==> src/rtl/core/gel_pkg.sv <==
`default_nettype none

package gel_pkg;

    // Cross geometry
    localparam int FOUNDERS = 8;
    localparam int GENOS    = (FOUNDERS * (FOUNDERS + 1)) / 2;
    localparam int LOG_W    = 32;

    localparam int FIDX_W = $clog2(FOUNDERS);
    localparam int GENO_W = 6;
    localparam int OBS_W  = 3;
    localparam int CALL_W = 2;

    localparam logic [GENO_W-1:0] GENO_PAIR_LAST  = GENO_W'(GENOS);
    localparam logic [GENO_W-1:0] GENO_MALE_FIRST = GENO_W'(GENOS + 1);
    localparam logic [GENO_W-1:0] GENO_MALE_LAST  = GENO_W'(GENOS + FOUNDERS);

    // Founder call codes
    localparam logic [CALL_W-1:0] CALL_MISSING = 2'd0;
    localparam logic [CALL_W-1:0] CALL_A       = 2'd1;
    localparam logic [CALL_W-1:0] CALL_HET     = 2'd2;
    localparam logic [CALL_W-1:0] CALL_B       = 2'd3;

    // Observed call codes
    localparam logic [OBS_W-1:0] OBS_MISSING = 3'd0;
    localparam logic [OBS_W-1:0] OBS_A       = 3'd1;
    localparam logic [OBS_W-1:0] OBS_H       = 3'd2;
    localparam logic [OBS_W-1:0] OBS_B       = 3'd3;
    localparam logic [OBS_W-1:0] OBS_NOT_B   = 3'd4;
    localparam logic [OBS_W-1:0] OBS_NOT_A   = 3'd5;

    // Register map indexes
    localparam logic [1:0] REG_LOG_KEEP       = 2'd0;
    localparam logic [1:0] REG_LOG_ERROR      = 2'd1;
    localparam logic [1:0] REG_LOG_HALF_ERROR = 2'd2;
    localparam logic [1:0] REG_LOG_KEEP_HALF  = 2'd3;

    typedef enum logic [2:0] {
        TERM_ZERO      = 3'd0,
        TERM_KEEP      = 3'd1,
        TERM_ERROR     = 3'd2,
        TERM_HALF      = 3'd3,
        TERM_KEEP_HALF = 3'd4
    } term_t;

    typedef enum logic [1:0] {
        CLS_AA = 2'd0,
        CLS_AB = 2'd1,
        CLS_BB = 2'd2
    } cls_t;

    typedef struct packed {
        logic [OBS_W-1:0]                 observed_call;
        logic [GENO_W-1:0]                hidden_genotype;
        logic                             on_x;
        logic                             female;
        logic [FOUNDERS-1:0][CALL_W-1:0]  founder_call;
    } item_t;

    typedef struct packed {
        term_t term;
        logic  bad;
    } sel_t;

    typedef struct packed {
        logic [FIDX_W-1:0] lo;
        logic [FIDX_W-1:0] hi;
    } pair_t;

    // Het founder calls carry no allele information
    function automatic logic [CALL_W-1:0] clean_call(logic [CALL_W-1:0] c);
        return (c == CALL_HET) ? CALL_MISSING : c;
    endfunction

    // Pair code b*(b-1)/2 + a -> zero-based founder indexes
    function automatic pair_t pair_decode(logic [GENO_W-1:0] g);
        pair_t             p;
        logic [GENO_W-1:0] base;
        logic              found;
        p     = '0;
        base  = '0;
        found = 1'b0;
        for (int i = 1; i <= FOUNDERS; i++)
        begin
            if (!found && (g <= base + GENO_W'(i)))
            begin
                p.hi  = FIDX_W'(i - 1);
                p.lo  = FIDX_W'(g - base - GENO_W'(1));
                found = 1'b1;
            end
            base = base + GENO_W'(i);
        end
        return p;
    endfunction

    // One founder allele observed
    function automatic term_t tab_one(logic is_a, logic [OBS_W-1:0] obs);
        term_t t;
        unique case (obs)
            OBS_A, OBS_NOT_B: t = is_a ? TERM_KEEP : TERM_ERROR;
            OBS_B, OBS_NOT_A: t = is_a ? TERM_ERROR : TERM_KEEP;
            default:          t = TERM_ZERO;
        endcase
        return t;
    endfunction

    // Two founder alleles observed
    function automatic term_t tab_two(cls_t cls, logic [OBS_W-1:0] obs);
        term_t t;
        t = TERM_ZERO;
        unique case (cls)
            CLS_AA:
            begin
                unique case (obs)
                    OBS_A:     t = TERM_KEEP;
                    OBS_H:     t = TERM_HALF;
                    OBS_B:     t = TERM_HALF;
                    OBS_NOT_B: t = TERM_KEEP_HALF;
                    OBS_NOT_A: t = TERM_ERROR;
                    default:   t = TERM_ZERO;
                endcase
            end
            CLS_AB:
            begin
                unique case (obs)
                    OBS_A:     t = TERM_HALF;
                    OBS_H:     t = TERM_KEEP;
                    OBS_B:     t = TERM_HALF;
                    OBS_NOT_B: t = TERM_KEEP_HALF;
                    OBS_NOT_A: t = TERM_KEEP_HALF;
                    default:   t = TERM_ZERO;
                endcase
            end
            CLS_BB:
            begin
                unique case (obs)
                    OBS_A:     t = TERM_HALF;
                    OBS_H:     t = TERM_HALF;
                    OBS_B:     t = TERM_KEEP;
                    OBS_NOT_B: t = TERM_ERROR;
                    OBS_NOT_A: t = TERM_KEEP_HALF;
                    default:   t = TERM_ZERO;
                endcase
            end
            default: t = TERM_ZERO;
        endcase
        return t;
    endfunction

endpackage

`default_nettype wire

==> src/rtl/core/gel_if.sv <==
`default_nettype none

// Input word channel
interface gel_item_if;
    logic       valid;
    logic       ready;
    logic [2:0] observed_call;
    logic [5:0] hidden_genotype;
    logic       on_x;
    logic       female;
    logic [1:0] founder_1_call;
    logic [1:0] founder_2_call;
    logic [1:0] founder_3_call;
    logic [1:0] founder_4_call;
    logic [1:0] founder_5_call;
    logic [1:0] founder_6_call;
    logic [1:0] founder_7_call;
    logic [1:0] founder_8_call;

    modport source (
        output valid, observed_call, hidden_genotype, on_x, female,
               founder_1_call, founder_2_call, founder_3_call, founder_4_call,
               founder_5_call, founder_6_call, founder_7_call, founder_8_call,
        input  ready
    );

    modport sink (
        input  valid, observed_call, hidden_genotype, on_x, female,
               founder_1_call, founder_2_call, founder_3_call, founder_4_call,
               founder_5_call, founder_6_call, founder_7_call, founder_8_call,
        output ready
    );
endinterface

// Result word channel
interface gel_result_if;
    logic               valid;
    logic               ready;
    logic signed [31:0] loglik;
    logic [2:0]         term_code;
    logic               bad_genotype;

    modport source (
        output valid, loglik, term_code, bad_genotype,
        input  ready
    );

    modport sink (
        input  valid, loglik, term_code, bad_genotype,
        output ready
    );
endinterface

`default_nettype wire

==> src/rtl/core/genotype_emission_loglik.sv <==
`default_nettype none

// Channel   Dir  Handshake      Payload
// item      in   valid/ready    observed_call, hidden_genotype, on_x, female,
//                               founder_1_call .. founder_8_call
// result    out  valid/ready    loglik, term_code, bad_genotype
// apb       in   psel/penable   paddr, pwdata (write), prdata (read)
//
// Two register stages: input word register, then result register. One word per
// cycle is sustained while result.ready is high; a stalled result holds the flow.
// Term selection between the stages is a small lookup and a mux over the four
// log registers and zero.
// A stalled result holds a full input stage; item.ready drops only when both
// stages are full and the result is stalled.
// rst_n clears the valid flags and the four log registers to zero.
module genotype_emission_loglik
    import gel_pkg::*;
(
    input  wire logic          clk,
    input  wire logic          rst_n,
    gel_item_if.sink           item,
    gel_result_if.source       result,
    input  wire logic          psel,
    input  wire logic          penable,
    input  wire logic          pwrite,
    input  wire logic [3:0]    paddr,
    input  wire logic [31:0]   pwdata,
    output logic [31:0]        prdata,
    output logic               pready
);

    logic [LOG_W-1:0] log_keep_reg;
    logic [LOG_W-1:0] log_error_reg;
    logic [LOG_W-1:0] log_half_error_reg;
    logic [LOG_W-1:0] log_keep_half_reg;

    logic             s1_valid_reg;
    item_t            s1_item_reg;
    item_t            s1_item_next;
    logic             out_valid_reg;
    logic [LOG_W-1:0] loglik_reg;
    logic [LOG_W-1:0] loglik_next;
    term_t            term_reg;
    logic             bad_reg;

    sel_t             sel;
    logic             out_adv;
    logic             s1_adv;
    logic             cfg_wr;
    logic [1:0]       reg_idx;

    // Configuration port
    assign pready  = 1'b1;
    assign cfg_wr  = psel && penable && pwrite && pready;
    assign reg_idx = paddr[3:2];

    always_ff @(posedge clk or negedge rst_n)
    begin
        if (!rst_n)
        begin
            log_keep_reg       <= '0;
            log_error_reg      <= '0;
            log_half_error_reg <= '0;
            log_keep_half_reg  <= '0;
        end
        else if (cfg_wr)
        begin
            unique case (reg_idx)
                REG_LOG_KEEP:       log_keep_reg       <= pwdata;
                REG_LOG_ERROR:      log_error_reg      <= pwdata;
                REG_LOG_HALF_ERROR: log_half_error_reg <= pwdata;
                REG_LOG_KEEP_HALF:  log_keep_half_reg  <= pwdata;
                default:            ;
            endcase
        end
    end

    always_comb
    begin
        unique case (reg_idx)
            REG_LOG_KEEP:       prdata = log_keep_reg;
            REG_LOG_ERROR:      prdata = log_error_reg;
            REG_LOG_HALF_ERROR: prdata = log_half_error_reg;
            REG_LOG_KEEP_HALF:  prdata = log_keep_half_reg;
            default:            prdata = '0;
        endcase
    end

    // Pipeline flow control
    assign out_adv    = !out_valid_reg || result.ready;
    assign s1_adv     = !s1_valid_reg || out_adv;
    assign item.ready = s1_adv;

    always_ff @(posedge clk or negedge rst_n)
    begin
        if (!rst_n)
        begin
            s1_valid_reg  <= 1'b0;
            out_valid_reg <= 1'b0;
        end
        else
        begin
            if (s1_adv)
                s1_valid_reg <= item.valid;
            if (out_adv)
                out_valid_reg <= s1_valid_reg;
        end
    end

    // Input word register
    always_comb
    begin
        s1_item_next.observed_call   = item.observed_call;
        s1_item_next.hidden_genotype = item.hidden_genotype;
        s1_item_next.on_x            = item.on_x;
        s1_item_next.female          = item.female;
        s1_item_next.founder_call[0] = item.founder_1_call;
        s1_item_next.founder_call[1] = item.founder_2_call;
        s1_item_next.founder_call[2] = item.founder_3_call;
        s1_item_next.founder_call[3] = item.founder_4_call;
        s1_item_next.founder_call[4] = item.founder_5_call;
        s1_item_next.founder_call[5] = item.founder_6_call;
        s1_item_next.founder_call[6] = item.founder_7_call;
        s1_item_next.founder_call[7] = item.founder_8_call;
    end

    always_ff @(posedge clk)
    begin
        if (s1_adv && item.valid)
            s1_item_reg <= s1_item_next;
    end

    // Term selection
    gel_select u_select (
        .item (s1_item_reg),
        .sel  (sel)
    );

    always_comb
    begin
        unique case (sel.term)
            TERM_KEEP:      loglik_next = log_keep_reg;
            TERM_ERROR:     loglik_next = log_error_reg;
            TERM_HALF:      loglik_next = log_half_error_reg;
            TERM_KEEP_HALF: loglik_next = log_keep_half_reg;
            default:        loglik_next = '0;
        endcase
    end

    // Result register
    always_ff @(posedge clk)
    begin
        if (out_adv && s1_valid_reg)
        begin
            loglik_reg <= loglik_next;
            term_reg   <= sel.term;
            bad_reg    <= sel.bad;
        end
    end

    assign result.valid        = out_valid_reg;
    assign result.loglik       = loglik_reg;
    assign result.term_code    = term_reg;
    assign result.bad_genotype = bad_reg;

`ifndef SYNTHESIS
    // A flagged genotype never selects a log term
    a_bad_is_zero: assert property (@(posedge clk) disable iff (!rst_n)
        out_valid_reg && bad_reg |-> term_reg == TERM_ZERO && loglik_reg == '0)
        else $error("bad genotype result carries a nonzero term");

    // Term zero always reads as zero log probability
    a_zero_term: assert property (@(posedge clk) disable iff (!rst_n)
        out_valid_reg && term_reg == TERM_ZERO |-> loglik_reg == '0)
        else $error("term zero with nonzero loglik");

    // Both stages full and result stalled: no new word may enter
    a_full_stall: assert property (@(posedge clk) disable iff (!rst_n)
        s1_valid_reg && out_valid_reg && !result.ready |-> !item.ready)
        else $error("input accepted while pipeline is full and stalled");

    // A stalled result stays in place
    a_hold: assert property (@(posedge clk) disable iff (!rst_n)
        out_valid_reg && !result.ready |=> out_valid_reg && $stable(loglik_reg))
        else $error("stalled result changed");
`endif

endmodule

`default_nettype wire

==> src/rtl/core/gel_select.sv <==
`default_nettype none

// Term selection for one registered input word
module gel_select
    import gel_pkg::*;
(
    input  item_t item,
    output sel_t  sel
);

    logic [FOUNDERS-1:0][CALL_W-1:0] fc;
    pair_t                           pair;
    logic [CALL_W-1:0]               f1;
    logic [CALL_W-1:0]               f2;
    logic [CALL_W-1:0]               fx;
    logic [FIDX_W-1:0]               male_off;
    logic                            diploid;
    logic                            bad_pair;
    logic                            bad_male;
    term_t                           term_pair;
    term_t                           term_male;
    cls_t                            cls;

    // Clean founder calls
    always_comb
    begin
        for (int i = 0; i < FOUNDERS; i++)
        begin
            fc[i] = clean_call(item.founder_call[i]);
        end
    end

    // Autosome or female X: allele pair lookup
    assign pair     = pair_decode(item.hidden_genotype);
    assign f1       = fc[pair.lo];
    assign f2       = fc[pair.hi];
    assign bad_pair = (item.hidden_genotype == '0) ||
                      (item.hidden_genotype > GENO_PAIR_LAST);

    always_comb
    begin
        if ((f1 == CALL_A) && (f2 == CALL_A))
            cls = CLS_AA;
        else if ((f1 == CALL_B) && (f2 == CALL_B))
            cls = CLS_BB;
        else
            cls = CLS_AB;
    end

    always_comb
    begin
        priority if (item.observed_call == OBS_MISSING ||
                     (f1 == CALL_MISSING && f2 == CALL_MISSING))
            term_pair = TERM_ZERO;
        else if (f1 == CALL_MISSING || f2 == CALL_MISSING)
            // only one of the two is set, so OR picks it
            term_pair = tab_one((f1 | f2) == CALL_A, item.observed_call);
        else
            term_pair = tab_two(cls, item.observed_call);
    end

    // Male X: single founder
    assign male_off  = FIDX_W'(item.hidden_genotype - GENO_MALE_FIRST);
    assign fx        = fc[male_off];
    assign bad_male  = (item.hidden_genotype < GENO_MALE_FIRST) ||
                       (item.hidden_genotype > GENO_MALE_LAST);
    assign term_male = (fx == CALL_MISSING) ? TERM_ZERO
                                            : tab_one(fx == CALL_A, item.observed_call);

    // Final pick; an out-of-range genotype forces zero
    assign diploid = !item.on_x || item.female;

    always_comb
    begin
        sel.bad  = diploid ? bad_pair : bad_male;
        sel.term = sel.bad ? TERM_ZERO : (diploid ? term_pair : term_male);
    end

endmodule

`default_nettype wire
==> src/flat_wrapper.sv <==
// flat-port wrapper written by rule: the top's interface ports become plain ports
module genotype_emission_loglik_flat import gel_pkg::*;
  (clk, rst_n, psel, penable, pwrite, paddr, pwdata, prdata, pready, item_valid, item_observed_call, item_hidden_genotype, item_on_x, item_female, item_founder_1_call, item_founder_2_call, item_founder_3_call, item_founder_4_call, item_founder_5_call, item_founder_6_call, item_founder_7_call, item_founder_8_call, item_ready, result_valid, result_loglik, result_term_code, result_bad_genotype, result_ready);
  gel_item_if item_i ();
  gel_result_if result_i ();
  input  wire logic clk;
  input  wire logic rst_n;
  input  wire logic psel;
  input  wire logic penable;
  input  wire logic pwrite;
  input  wire logic [3:0] paddr;
  input  wire logic [31:0] pwdata;
  output logic [31:0] prdata;
  output logic pready;
  input wire logic [$bits(item_i.valid)-1:0] item_valid;
  input wire logic [$bits(item_i.observed_call)-1:0] item_observed_call;
  input wire logic [$bits(item_i.hidden_genotype)-1:0] item_hidden_genotype;
  input wire logic [$bits(item_i.on_x)-1:0] item_on_x;
  input wire logic [$bits(item_i.female)-1:0] item_female;
  input wire logic [$bits(item_i.founder_1_call)-1:0] item_founder_1_call;
  input wire logic [$bits(item_i.founder_2_call)-1:0] item_founder_2_call;
  input wire logic [$bits(item_i.founder_3_call)-1:0] item_founder_3_call;
  input wire logic [$bits(item_i.founder_4_call)-1:0] item_founder_4_call;
  input wire logic [$bits(item_i.founder_5_call)-1:0] item_founder_5_call;
  input wire logic [$bits(item_i.founder_6_call)-1:0] item_founder_6_call;
  input wire logic [$bits(item_i.founder_7_call)-1:0] item_founder_7_call;
  input wire logic [$bits(item_i.founder_8_call)-1:0] item_founder_8_call;
  output wire logic [$bits(item_i.ready)-1:0] item_ready;
  output wire logic [$bits(result_i.valid)-1:0] result_valid;
  output wire logic [$bits(result_i.loglik)-1:0] result_loglik;
  output wire logic [$bits(result_i.term_code)-1:0] result_term_code;
  output wire logic [$bits(result_i.bad_genotype)-1:0] result_bad_genotype;
  input wire logic [$bits(result_i.ready)-1:0] result_ready;
  assign item_i.valid = item_valid;
  assign item_i.observed_call = item_observed_call;
  assign item_i.hidden_genotype = item_hidden_genotype;
  assign item_i.on_x = item_on_x;
  assign item_i.female = item_female;
  assign item_i.founder_1_call = item_founder_1_call;
  assign item_i.founder_2_call = item_founder_2_call;
  assign item_i.founder_3_call = item_founder_3_call;
  assign item_i.founder_4_call = item_founder_4_call;
  assign item_i.founder_5_call = item_founder_5_call;
  assign item_i.founder_6_call = item_founder_6_call;
  assign item_i.founder_7_call = item_founder_7_call;
  assign item_i.founder_8_call = item_founder_8_call;
  assign item_ready = item_i.ready;
  assign result_valid = result_i.valid;
  assign result_loglik = result_i.loglik;
  assign result_term_code = result_i.term_code;
  assign result_bad_genotype = result_i.bad_genotype;
  assign result_i.ready = result_ready;
  genotype_emission_loglik u_core (.clk(clk), .rst_n(rst_n), .item(item_i), .result(result_i), .psel(psel), .penable(penable), .pwrite(pwrite), .paddr(paddr), .pwdata(pwdata), .prdata(prdata), .pready(pready));
endmodule
==> config.mk <==
export PLATFORM = sky130hd
export DESIGN_NAME = genotype_emission_loglik_flat
export DESIGN_NICKNAME = d
export VERILOG_FILES = /design/src/rtl/core/gel_pkg.sv /design/src/rtl/core/gel_if.sv /design/src/rtl/core/genotype_emission_loglik.sv /design/src/rtl/core/gel_select.sv /design/src/flat_wrapper.sv
export SDC_FILE = /design/constraint.sdc
export NUM_CORES = 1
export LEC_CHECK = 0
export BUFFER_PORTS_ARGS = -buffer_cell sky130_fd_sc_hd__buf_2
export CAP_MARGIN = 20
export CORE_UTILIZATION = 50
export DETAILED_ROUTE_END_ITERATION = 6
export GPL_TIMING_DRIVEN = 0
export PLACE_DENSITY_LB_ADDON = 0.1
export SYNTH_ARGS = -nofsm -noshare
export SYNTH_HDL_FRONTEND = slang
export SYNTH_SLANG_ARGS = --single-unit
==> constraint.sdc <==
create_clock -name clk -period 6.24 [get_ports clk]
set_input_delay 0.624 -clock clk [delete_from_list [all_inputs] [get_ports clk]]
set_output_delay 0.624 -clock clk [all_outputs]
set_load 0.01 [all_outputs]
==> qor.txt <==
Slew HR = 0.3296
Hold_ws = 0.1424 ns
CTS H-tree depth = 4
Remaining antenna violation count = 0
Global route overflow = 0
Post-synth EDFFs = 63
Async S/R FF share, synth = 0.6736
Final instance area = 0.01165 mm^2
Total setup buffers inserted after CTS = 0
Slowest cell delay on critical path = 0.58 ns
Die width = 142.8 um
Final Non-Filler Cells = 1136
1st-pass router iterations = 5
Max_cap viols = 0
Max FO, Critical Path = 10
Final setup fails = 0
Placed Area = 0.01098 mm^2
Vias in the first global route = 6947
Root buffer cell = clkbuf_16
Global-route wire length before repair = 39710 um
Syn-to-layout area delta = 17.45%
Synth warnings = 0
Total Routed Length = 26050 um
Total nets after synthesis = 775
Fin Setup TNS = 0 ns
Layout cells sized above 1 = 0.4552
CP required = 6.41 ns
TritonCTS Sinks = 193
Mux cell area share after synthesis = 0.2790
Post-Syn Instances = 698
GR Util met1 = 0.3447
Reg area = 0.005145 mm^2
Number of antenna violations at the first check in global routing = 1
Critical path's slowest cell = nor3_1
Fillers = 1565
Core area = 0.01946 mm^2
Final Slew Violations = 0
Worst setup SP type = register
Post-CTS Hold Buffers = 0
Post-synthesis adder-cell area fraction = 0.008832
Syn Area/Cell = 14.21 um^2
Most used DFF post-synth = dfrtp_1
Cell mode on critical path = buf_4
Unrepaired setup endpoints after global routing = no
PostCTS Resize Cnt = 0
Overall Global Routing Usage = 0.2661
Kind of critical path = reg2reg
WP data arrival = 5.58 ns
Gp weighted congestion = 0.8640
Drt drc = 0
PwrDens = 326.0 mW/mm^2
Fin. Hold Viols = 0
Synth Area in Simple Gates = 0.07381
Multi-input logic area = 0.004494 mm^2
Die Height = 142.8 um
Pre-CTS setup slack = 0.9014 ns
Part of the Yosys area used for sequential elements = 0.5188
GRT met3 Usage = 0.05097
Clock latency at the later pin of the worst-skew pair = 0.44 ns
Buf/Inv on CP = 4
Worst setup margin = 0.8260 ns
Endpoint type of the worst setup path = register
IO buf count = 135
I/O Pins = 141
CTS buffer count = 17
WL per Instance = 22.93 um
Slew @ Worst Pin = 1.006 ns
Max clock buf depth = 2
Crit path max-delay family = compound AO/OA/AOI/OAI gates
Clk_skew = 0.01358 ns
Hpwl dp = 18280 um
Final critical-path share of the clock period = 0.8676
Crit-path cells = buf_2 -> inv_1 -> ha_1 -> buf_4 -> nor2_1 -> a21oi_1 -> a221oi_1 -> a211oi_1 -> nor3_1 -> o311a_1 -> nor3_2 -> and3_1 -> o31ai_1 -> a2bb2oi_4 -> buf_4 -> mux2_2 -> a221o_1
Most frequent cells in the layout = 150 x mux2_2, 138 x buf_2, 130 x dfrtp_1, 63 x edfxtp_1, 37 x mux4_2
Main combinational cell family by area after synthesis = multiplexers
Post-synthesis compound-gate area fraction = 0.08756
CTS clk-pin slew, worst paths = 0.08 ns
CTS tree = yes
Static leakage = 4.902 nW
Initial Utilization = 0.5095
Met2 Use GR = 0.4497
Cell variety after synth = 72
Vias post-DR = 6780
Max Fclk = 184.7 MHz
Tmin final = 5.414 ns
Synth Area in XOR/XNOR = 0.003533
HP Class = in2async
Via/cell ratio = 5.968
Worst vdd ir = 0.0002332 V
Status = complete, no violations
Post-Syn Area = 0.009917 mm^2
Gr busiest metal = met2
DR iter-0 viols = 424
Most common cell after layout, fill and taps aside = mux2_2
Row cnt = 51
FF+latch count, synth = 193
Nets = 934
Total Die Area = 0.02040 mm^2
Placed Cells = 1100
Largest net degree at the start of global routing = 79
worst register-to-register path: cells and delay by family, from the launching register on:
kind	cells	cell delay, ns
DFF	1	0.44
buffers and inverters	4	0.92
AOI/OAI and AO/OA	7	2.00
and+or+nand+nor	4	1.14
adders and majority gates	1	0.26
muxes	1	0.37
area by class of cell:
type                       instances  area share
antenna                            1   0.0002148
buffer                            47     0.02138
clock buffer                      17     0.03652
clock inverter                    15     0.01601
inverter                           8    0.002578
multi-input combinational        450      0.3859
sequential                       193      0.4417
tap                              265     0.02847
timing repair buffer             140     0.06725
Yosys cell counts, types with 3 or more instances:
library cell	instances	area [um^2]
mux2_2	150	1689
dfrtp_1	130	3253
edfxtp_1	63	1892
mux4_2	37	833.3
and2_1	34	212.7
a221o_1	32	320.3
clkbuf_1	24	90.09
nand2_1	22	82.58
nor2_1	16	60.06
a21oi_1	14	70.07
mux2i_1	12	120.1
o21ai_0	12	60.06
mux2_1	11	123.9
buf_4	8	60.06
inv_1	8	30.03
nand2b_1	8	50.05
ha_1	7	87.58
buf_1	6	22.52
nand3_1	6	30.03
nor3_1	6	30.03
and3_1	5	31.28
buf_6	5	56.30
a211oi_1	4	30.03
buf_2	4	20.02
nor3b_1	4	30.03
a211oi_2	3	37.54
a31oi_1	3	18.77
nor2b_1	3	18.77
nor4_1	3	18.77
o211ai_1	3	22.52
o22ai_1	3	18.77
xor2_1	3	26.28
cells by family after synthesis:
kind of cell	Yosys count
xor+xnor	4
simple gates	124
flops	193
compound gates	104
other cells	1
buf+inv	55
mux	210
fa+ha+maj	7
final timing paths:
path                            slack, ns                  endpoint                   start  cells past startpoint
max in group asynchronous            5.31  u_core.log_error_reg[27]                   rst_n                      2
worst max register to register       0.83  u_core.result.loglik[25]  u_core.s1_item_reg[18]                     17
worst min-delay path                 0.14    u_core.log_keep_reg[8]                   rst_n                      1
worst min register to register       0.51       u_core.result.valid     u_core.s1_valid_reg                      1
worst max-delay path                 0.83  u_core.result.loglik[25]  u_core.s1_item_reg[18]                     17
min in group clk                     0.36    u_core.s1_item_reg[17]               item_on_x                      1
where the power goes:
group          switching [mW]  internal [mW]  total [mW]  leakage, nW
logic                   0.441          0.503       0.944         2.40
clock network           0.548          0.580        1.13        0.293
registers               0.162           1.56        1.73         2.21
metrics by stage:
stage	power, mW	utilization
final	3.797	0.5985
after CTS	3.818	0.5956
after detailed placement	2.687	0.5641
after global routing	3.963	0.5985
after floorplan	2.350	-
after global placement	2.630	0.5613
metal layers:
layer	wire, um	part of all wire
met1	11380	0.44
met2	12970	0.50
met3	1213	0.047
met4	488	0.019
met5	0	0
(Power assumes the default switching activity.)
